--- config.mk ---
export PLATFORM = sky130hd
export DESIGN_NAME = base_2b_digits_with_checksum
export DESIGN_NICKNAME = d
export VERILOG_FILES = /design/src/rtl/bdc_pkg.sv /design/src/rtl/bdc_cfg.sv /design/src/rtl/bdc_digit.sv /design/src/rtl/base_2b_digits_with_checksum.sv
export SDC_FILE = /design/constraint.sdc
export NUM_CORES = 1
export LEC_CHECK = 0
export BUFFER_PORTS_ARGS = -buffer_cell sky130_fd_sc_hd__buf_2
export CAP_MARGIN = 20
export CORE_ASPECT_RATIO = 2
export CORE_UTILIZATION = 25
export CTS_BUF_LIST = sky130_fd_sc_hd__clkbuf_4 sky130_fd_sc_hd__clkbuf_8
export CTS_CLUSTER_DIAMETER = 40
export DETAILED_ROUTE_END_ITERATION = 10
export PLACE_DENSITY_LB_ADDON = 0.15
export SLEW_MARGIN = 5
export SYNTH_ARGS = -nofsm -noshare
export SYNTH_HDL_FRONTEND = slang
export SYNTH_SLANG_ARGS = --single-unit
--- constraint.sdc ---
create_clock -name clk -period 17.7 [get_ports clk]
set_clock_uncertainty 0.05 [all_clocks]
set_input_delay 5.31 -clock clk [delete_from_list [all_inputs] [get_ports clk]]
set_output_delay 5.31 -clock clk [all_outputs]
set_load 0.02 [all_outputs]
--- src/rtl/bdc_pkg.sv ---
// Shared types and constants for the base-2^b digit extractor with checksum.
// Holds the register map, reset values and the configuration struct.
// No dependencies.
`default_nettype none

package bdc_pkg;

	// Configuration port geometry.
	localparam int unsigned ADDR_W = 5;
	localparam int unsigned DATA_W = 32;

	// Output digit width and checksum limits.
	localparam int unsigned DIGIT_W   = 16;
	localparam int unsigned CHK_MAX   = 16;
	localparam int unsigned CHK_CNT_W = 4;

	// Register indexes, one word apart on the configuration port.
	typedef enum logic [2:0] {
		REG_DIGIT_BITS      = 3'd0,
		REG_MESSAGE_DIGITS  = 3'd1,
		REG_CHECKSUM_DIGITS = 3'd2,
		REG_SUM_TARGET      = 3'd3,
		REG_SUM_MODE        = 3'd4
	} reg_idx_t;

	// Reset values of the registers.
	localparam logic [4:0]  RST_DIGIT_BITS      = 5'd4;
	localparam logic [8:0]  RST_MESSAGE_DIGITS  = 9'd32;
	localparam logic [4:0]  RST_CHECKSUM_DIGITS = 5'd3;
	localparam logic [23:0] RST_SUM_TARGET      = 24'd480;
	localparam logic        RST_SUM_MODE        = 1'b0;

	// Register contents as written.
	typedef struct packed {
		logic [4:0]  digit_bits;
		logic [8:0]  message_digits;
		logic [4:0]  checksum_digits;
		logic [23:0] sum_target;
		logic        sum_mode;
	} cfg_t;

endpackage

`default_nettype wire

--- src/rtl/bdc_cfg.sv ---
// Register file behind the APB-style configuration port.
// Depends on bdc_pkg for the register map and reset values.
`default_nettype none

module bdc_cfg
	import bdc_pkg::*;
(
	input  wire logic              clk,
	input  wire logic              arst_n,
	input  wire logic              psel,
	input  wire logic              penable,
	input  wire logic              pwrite,
	input  wire logic [ADDR_W-1:0] paddr,
	input  wire logic [DATA_W-1:0] pwdata,
	output logic      [DATA_W-1:0] prdata,
	output logic                   pready,
	output cfg_t                   cfg,
	output logic                   bits_wr
);

	cfg_t     cfg_q;
	logic     wr_en;
	reg_idx_t idx;

	assign pready = 1'b1;
	assign idx    = reg_idx_t'(paddr[4:2]);
	assign wr_en  = psel && penable && pwrite;
	assign cfg    = cfg_q;

	// A write of the digit width tells the datapath to drop its held bits.
	assign bits_wr = wr_en && (idx == REG_DIGIT_BITS);

	// Register writes.
	always_ff @(posedge clk or negedge arst_n) begin
		if (!arst_n) begin
			cfg_q.digit_bits      <= RST_DIGIT_BITS;
			cfg_q.message_digits  <= RST_MESSAGE_DIGITS;
			cfg_q.checksum_digits <= RST_CHECKSUM_DIGITS;
			cfg_q.sum_target      <= RST_SUM_TARGET;
			cfg_q.sum_mode        <= RST_SUM_MODE;
		end else if (wr_en) begin
			unique case (idx)
				REG_DIGIT_BITS:      cfg_q.digit_bits      <= pwdata[4:0];
				REG_MESSAGE_DIGITS:  cfg_q.message_digits  <= pwdata[8:0];
				REG_CHECKSUM_DIGITS: cfg_q.checksum_digits <= pwdata[4:0];
				REG_SUM_TARGET:      cfg_q.sum_target      <= pwdata[23:0];
				REG_SUM_MODE:        cfg_q.sum_mode        <= pwdata[0];
				default: ;
			endcase
		end
	end

	// Read-back mux.
	always_comb begin
		prdata = '0;
		unique case (idx)
			REG_DIGIT_BITS:      prdata = DATA_W'(cfg_q.digit_bits);
			REG_MESSAGE_DIGITS:  prdata = DATA_W'(cfg_q.message_digits);
			REG_CHECKSUM_DIGITS: prdata = DATA_W'(cfg_q.checksum_digits);
			REG_SUM_TARGET:      prdata = DATA_W'(cfg_q.sum_target);
			REG_SUM_MODE:        prdata = DATA_W'(cfg_q.sum_mode);
			default:             prdata = '0;
		endcase
	end

endmodule

`default_nettype wire

--- src/rtl/bdc_digit.sv ---
// Bit accumulator, digit extractor, running sum and checksum emitter.
// Depends on bdc_pkg for the configuration struct and field widths.
`default_nettype none

module bdc_digit
	import bdc_pkg::*;
#(
	parameter int unsigned MAX_DIGIT_BITS = 16
) (
	input  wire logic                              clk,
	input  wire logic                              arst_n,
	input  wire cfg_t                              cfg,
	input  wire logic                              bits_wr,
	input  wire logic [$clog2(MAX_DIGIT_BITS+1)-1:0] eff_b,
	input  wire logic [8:0]                        msg_len,
	input  wire logic [4:0]                        chk_len,
	input  wire logic                              msg_valid,
	output logic                                   msg_stall,
	input  wire logic [7:0]                        msg_byte,
	output logic                                   digit_valid,
	input  wire logic                              digit_stall,
	output logic [DIGIT_W-1:0]                     digit,
	output logic                                   is_checksum,
	output logic                                   last_digit,
	output logic                                   sum_ok
);

	localparam int unsigned BUF_W  = MAX_DIGIT_BITS + 8;
	localparam int unsigned HELD_W = $clog2(MAX_DIGIT_BITS + 8);
	localparam int unsigned SH_W   = $clog2(MAX_DIGIT_BITS * (CHK_MAX - 1) + 1);

	// Message state.
	logic [BUF_W-1:0]     buf_q;
	logic [HELD_W-1:0]    held_q;
	logic [8:0]           done_q;
	logic [31:0]          sum_q;
	// Checksum state.
	logic                 chk_q;
	logic [CHK_CNT_W-1:0] cnt_q;
	logic [31:0]          csum_q;
	// Result register.
	logic                 out_valid_q;
	logic [DIGIT_W-1:0]   digit_q;
	logic                 is_chk_q;
	logic                 last_q;
	logic                 ok_q;

	logic [HELD_W-1:0]         b_ext;
	logic                      take;
	logic [BUF_W-1:0]          wb;
	logic [HELD_W-1:0]         wh;
	logic [HELD_W-1:0]         rem;
	logic [MAX_DIGIT_BITS-1:0] d;
	logic                      room;
	logic                      has_digit;
	logic [8:0]                new_done;
	logic                      msg_end;
	logic [31:0]               new_sum;
	logic [31:0]               csum;
	logic [SH_W-1:0]           sh;
	logic [31:0]               mask_b;
	logic [31:0]               cdig;

	assign b_ext = HELD_W'(eff_b);

	// A byte is taken only once every digit of the held bits has left and no checksum is due.
	assign msg_stall = chk_q || (held_q >= b_ext);
	assign take      = msg_valid && !msg_stall;

	// Working buffer: held bits with the incoming byte appended below them.
	assign wb = take ? {buf_q[BUF_W-9:0], msg_byte} : buf_q;
	assign wh = take ? held_q + HELD_W'(8) : held_q;

	// Top b bits of the working buffer form the next message digit.
	assign rem       = wh - b_ext;
	assign d         = MAX_DIGIT_BITS'(wb >> rem);
	assign room      = !out_valid_q || !digit_stall;
	assign has_digit = !chk_q && (wh >= b_ext);

	assign new_done = done_q + 9'd1;
	assign msg_end  = !(new_done < msg_len);
	assign new_sum  = sum_q + 32'(d);
	assign csum     = 32'(cfg.sum_target) - new_sum;

	// Checksum digit: remaining count times b gives the shift.
	assign sh     = SH_W'(eff_b) * SH_W'(cnt_q);
	assign mask_b = 32'((33'd1 << eff_b) - 33'd1);
	assign cdig   = (sh >= SH_W'(32)) ? 32'd0 : ((csum_q >> sh) & mask_b);

	// Digit engine and result register.
	always_ff @(posedge clk or negedge arst_n) begin
		if (!arst_n) begin
			buf_q       <= '0;
			held_q      <= '0;
			done_q      <= '0;
			sum_q       <= '0;
			chk_q       <= 1'b0;
			cnt_q       <= '0;
			csum_q      <= '0;
			out_valid_q <= 1'b0;
			digit_q     <= '0;
			is_chk_q    <= 1'b0;
			last_q      <= 1'b0;
			ok_q        <= 1'b0;
		end else begin
			if (room) begin
				out_valid_q <= 1'b0;
			end
			if (bits_wr) begin
				buf_q  <= '0;
				held_q <= '0;
			end else if (chk_q) begin
				if (room) begin
					out_valid_q <= 1'b1;
					digit_q     <= cdig[DIGIT_W-1:0];
					is_chk_q    <= 1'b1;
					last_q      <= (cnt_q == '0);
					ok_q        <= 1'b0;
					cnt_q       <= cnt_q - CHK_CNT_W'(1);
					if (cnt_q == '0) begin
						chk_q <= 1'b0;
					end
				end
			end else if (has_digit && room) begin
				out_valid_q <= 1'b1;
				digit_q     <= DIGIT_W'(d);
				is_chk_q    <= 1'b0;
				if (msg_end) begin
					// End of message: drop leftover bits and start afresh.
					last_q <= cfg.sum_mode || (chk_len == 5'd0);
					ok_q   <= cfg.sum_mode && (new_sum == 32'(cfg.sum_target));
					buf_q  <= '0;
					held_q <= '0;
					done_q <= '0;
					sum_q  <= '0;
					if (!cfg.sum_mode && (chk_len != 5'd0)) begin
						chk_q  <= 1'b1;
						cnt_q  <= CHK_CNT_W'(chk_len - 5'd1);
						csum_q <= csum;
					end
				end else begin
					last_q <= 1'b0;
					ok_q   <= 1'b0;
					buf_q  <= wb & ((BUF_W'(1) << rem) - BUF_W'(1));
					held_q <= rem;
					done_q <= new_done;
					sum_q  <= new_sum;
				end
			end else begin
				// Absorb the byte while the result register is full or too few bits are held.
				buf_q  <= wb;
				held_q <= wh;
			end
		end
	end

	assign digit_valid = out_valid_q;
	assign digit       = digit_q;
	assign is_checksum = is_chk_q;
	assign last_digit  = last_q;
	assign sum_ok      = ok_q;

endmodule

`default_nettype wire

--- src/rtl/base_2b_digits_with_checksum.sv ---
// Top level of the base-2^b digit extractor with checksum or constant-sum check.
// Depends on bdc_pkg, bdc_cfg and bdc_digit.
//
// Message bytes arrive on the msg channel, most significant bit first, and leave as
// b-bit digits on the digit channel, one digit per clock cycle at most. A byte is
// taken once fewer than b bits are held, and a digit may be produced from it in the
// same cycle; a digit is produced only while the single result register has room.
// At the end of a message in checksum mode the checksum digits follow, one per
// cycle while the digit channel does not stall, and no byte is taken. The user must
// write configuration over the APB-style port only while the block is idle; the
// block does not enforce this. Writing the digit width drops any held bits.
`default_nettype none

module base_2b_digits_with_checksum
	import bdc_pkg::*;
#(
	parameter int unsigned MAX_DIGIT_BITS = 16
) (
	input  wire logic              clk,
	input  wire logic              arst_n,
	input  wire logic              psel,
	input  wire logic              penable,
	input  wire logic              pwrite,
	input  wire logic [ADDR_W-1:0] paddr,
	input  wire logic [DATA_W-1:0] pwdata,
	output logic      [DATA_W-1:0] prdata,
	output logic                   pready,
	input  wire logic              msg_valid,
	output logic                   msg_stall,
	input  wire logic [7:0]        msg_byte,
	output logic                   digit_valid,
	input  wire logic              digit_stall,
	output logic [DIGIT_W-1:0]     digit,
	output logic                   is_checksum,
	output logic                   last_digit,
	output logic                   sum_ok
);

	localparam int unsigned B_W = $clog2(MAX_DIGIT_BITS + 1);

	cfg_t           cfg;
	logic           bits_wr;
	logic [B_W-1:0] eff_b;
	logic [8:0]     msg_len;
	logic [4:0]     chk_len;

	bdc_cfg u_cfg (
		.clk     (clk),
		.arst_n  (arst_n),
		.psel    (psel),
		.penable (penable),
		.pwrite  (pwrite),
		.paddr   (paddr),
		.pwdata  (pwdata),
		.prdata  (prdata),
		.pready  (pready),
		.cfg     (cfg),
		.bits_wr (bits_wr)
	);

	// Clamp the register values into their working ranges.
	always_comb begin
		if (cfg.digit_bits == 5'd0) begin
			eff_b = B_W'(1);
		end else if (6'(cfg.digit_bits) > 6'(MAX_DIGIT_BITS)) begin
			eff_b = B_W'(MAX_DIGIT_BITS);
		end else begin
			eff_b = B_W'(cfg.digit_bits);
		end
		msg_len = (cfg.message_digits == 9'd0) ? 9'd1 : cfg.message_digits;
		chk_len = (cfg.checksum_digits > 5'(CHK_MAX)) ? 5'(CHK_MAX) : cfg.checksum_digits;
	end

	bdc_digit #(
		.MAX_DIGIT_BITS (MAX_DIGIT_BITS)
	) u_digit (
		.clk         (clk),
		.arst_n      (arst_n),
		.cfg         (cfg),
		.bits_wr     (bits_wr),
		.eff_b       (eff_b),
		.msg_len     (msg_len),
		.chk_len     (chk_len),
		.msg_valid   (msg_valid),
		.msg_stall   (msg_stall),
		.msg_byte    (msg_byte),
		.digit_valid (digit_valid),
		.digit_stall (digit_stall),
		.digit       (digit),
		.is_checksum (is_checksum),
		.last_digit  (last_digit),
		.sum_ok      (sum_ok)
	);

endmodule

`default_nettype wire
==> run metrics <==
outcome=finished clean; Max Root-Sink Buffers=2; final hold violation count=0; critical path's top delay family=buffers and inverters; Critical Path Source Type=input port; post-CTS sizing=0; I/O Pins=106; finished layout cell area=16360 sq um; Netlist cell types=89; critical path's most frequent cell=buf_2; WP buf/inv=3; worst endpoint data arrival time=7.02 ns; Setup WS pre-CTS=4.775 ns; Final setup viols=0; DRC viols=0; antenna violations before repair=1; HP Class=reg2reg; Slowest-stage cell, CP=nor2_1; FF+latch count, synth=171; global route overflow=0; vias in the first global route=13350; Layout Nets=1857; Post-CTS Repair Setup Buffers=0; ANT nets after route=0; Final Wtd Congestion=0.9098; Post-synth ARST share=100.0%; unrepaired setup endpoints after global routing=no; ratio of final minimum period to clock period=69.93%; worst-path fanout max=15; DR iter-0 viols=703; DR vias/cell=5.248; CTS tree=done; pin count of the biggest net entering global routing=67; cell taking the most area after synthesis=dfrtp_1; cell row count=125; Post-Route WL=55380 microns; Initial Utilization=25.34%; area of the core=58020 sq um; Critical Path RT=12.34 ns; Avg WL per Cell=22.02 microns; Worst Setup Path Type=in2out; area grow syn2layout=11.25%; Max Clk Rate=80.79 MHz; share of cells above drive strength 1=15.01%; Post-synth EDFFs=0; TritonCTS Sinks=171; Global Route Usage Sum=18.71%; Die Y=345.0 microns; clock transition at the registers of the reported paths=0.09 ns; Setup TNS Final=0 ns; Yosys top cell area share=27.74%; synth top area cells=dfrtp_1 28%, mux2i_1 8.2%, nand2_1 6.1%; Final Slew Violations=0; CTS root buffer=clkbuf_8; first-pass GRT wire length=83260 microns; Mapped Area=14700 sq um; Vias=13200; Final Non-Filler Cells=2515; Critical Path Max Stage Delay=0.57 ns; die area=59840 sq um; Mapped Cells=1713; Die X-Extent=173.5 microns; CP cell instances=buf_2 > inv_1 > nor2_1 > and2_1 > buf_2; crit end category=output pin; fill cell count=6258; Seq/Total Area, Yosys=29.17%; Port-buffer cells=86; Post-CTS Hold Fix Bufs=0; Slew @ Worst Pin=1.094 ns; Slew HR=26.29%; placed cell count=2482; setup ws final=5.323 ns; HPWL after detailed placement=44200 microns; Clock Latency Late Sink=0.52 ns; max cap viols=0; Cell Area, Placed=15960 sq um; Synth Warn #=0; TritonRoute pass-1 iters=5; Syn Area/Cell=8.583 sq um; ys flop type=dfrtp_1; fin crit period=12.38 ns; CTS H-tree lvls=4; clock buffer count from CTS=17
[layer usage]
layer / part of all wire [%] / vias up / track usage (%)
met5: 0 / - / 0
met4: 5.8 / 0 / 11.19
met3: 2.7 / 95 / 1.968
met2: 56 / 310 / 37.22
met1: 36 / 6532 / 18.38
li1: - / 6262 / -
[sequential cells by signal, indices dropped and copies added (netlist names)]
| register | flops |
|---|---|
| u_digit.digit_valid | 1 |
| u_digit.buf_q | 24 |
| u_cfg.cfg | 44 |
| u_digit.is_checksum | 1 |
| u_digit.digit | 16 |
| u_digit.chk_q | 1 |
| u_digit.done_q | 9 |
| u_digit.held_q | 5 |
| u_digit.sum_q | 32 |
| u_digit.cnt_q | 4 |
| u_digit.last_digit | 1 |
| u_digit.sum_ok | 1 |
| u_digit.csum_q | 32 |
[cells in the final DEF, fill, tap and decap left out, types with 6 or more instances in the layout]
master / Yosys / routed
nand2_1: 240 / 239
dfrtp_1: 163 / 163
o21ai_0: 125 / 125
mux2i_1: 121 / 121
a21oi_1: 101 / 101
nor2_1: 99 / 98
buf_2: 13 / 85
ha_1: 57 / 57
inv_1: 56 / 56
nor3_1: 57 / 55
xnor2_1: 45 / 43
buf_4: 10 / 40
nand3_1: 36 / 36
mux2_2: 35 / 35
mux4_2: 33 / 33
o31ai_1: 31 / 30
xor2_1: 29 / 28
and2_1: 27 / 27
a211oi_1: 19 / 19
a31oi_1: 19 / 19
clkbuf_8: 0 / 19
nand2b_1: 18 / 18
nor2b_1: 16 / 16
nor4_1: 14 / 13
a21o_1: 12 / 12
a22oi_1: 12 / 12
or3_1: 12 / 11
o211ai_1: 11 / 11
nand4_1: 11 / 11
and3_1: 11 / 11
conb_1: 2 / 10
o21ai_1: 9 / 9
o21a_1: 9 / 9
or4_1: 9 / 9
maj3_1: 9 / 9
fa_1: 9 / 9
nor3b_1: 8 / 8
dfstp_2: 8 / 8
a2111oi_0: 6 / 6
[Yosys cell counts (12+ instances only)]
| library cell | instances |
|---|---|
| o21ai_0 | 125 |
| mux2i_1 | 121 |
| or3_1 | 12 |
| buf_1 | 14 |
| xor2_1 | 29 |
| xnor2_1 | 45 |
| nand3_1 | 36 |
| mux4_2 | 33 |
| a22oi_1 | 12 |
| nor4_1 | 14 |
| a31oi_1 | 19 |
| clkbuf_1 | 90 |
| ha_1 | 57 |
| nand2_1 | 240 |
| a21o_1 | 12 |
| a21oi_1 | 101 |
| dfrtp_1 | 163 |
| nor2_1 | 99 |
| nor3_1 | 57 |
| mux2_2 | 35 |
| nand2b_1 | 18 |
| a211oi_1 | 19 |
| buf_2 | 13 |
| and2_1 | 27 |
| nor2b_1 | 16 |
| inv_1 | 56 |
| o31ai_1 | 31 |
[worst paths after layout]
kind	startpoint	end	slack [ns]	cells past startpoint
worst max register to register	u_cfg.cfg[40]	u_digit.csum_q[31]	7.30	38
min in group asynchronous	arst_n	u_digit.done_q[7]	4.74	1
worst max-delay path	paddr[3]	prdata[19]	5.32	5
worst min-delay path	u_digit.digit[10]	u_digit.digit[10]	0.45	2
max in group asynchronous	arst_n	u_digit.digit[14]	11.68	2
worst min register to register	u_digit.digit[10]	u_digit.digit[10]	0.45	2
[cells by family (layout without fill, tap and decap cells)]
kind of cell,after synthesis,in the layout,synth area share (%)
mux,189,189,15.97
other cells,2,11,0.05108
flops,171,171,29.17
fa+ha+maj,77,77,6.842
simple gates,575,575,18.30
xor+xnor,82,82,5.566
buf+inv,184,215,5.063
compound gates,433,433,19.03
[through the flow]
step | hold WS [ns] | util, %
after CTS | 0.4529 | 28.19
final | 0.4473 | 28.19
after floorplan | 0.3996 | -
after detailed placement | 0.4273 | 27.50
after global placement | 0.4152 | 27.48
after global routing | 0.4738 | 28.19
[tightest hold or removal path: cells and delay by family, from the launching register on]
family / cells / cell delay, ns
flops: 1 / 0.35
compound gates: 1 / 0.06
simple gates: 1 / 0.05
[cell type report]
cell class	count	area, sq um	area share, %
inverters	57	214.0	1.308
multi-input cells	1366	9763	59.69
flip-flops and latches	171	4289	26.22
repair buffers	126	739.5	4.521
clock buffers	19	255.2	1.560
well taps	762	953.4	5.829
clock inverters	13	140.1	0.8567
diodes	1	2.502	0.01530
Power is not shown: default switching activity piles up to over one toggle a cycle in this logic, so the estimate is an artifact.
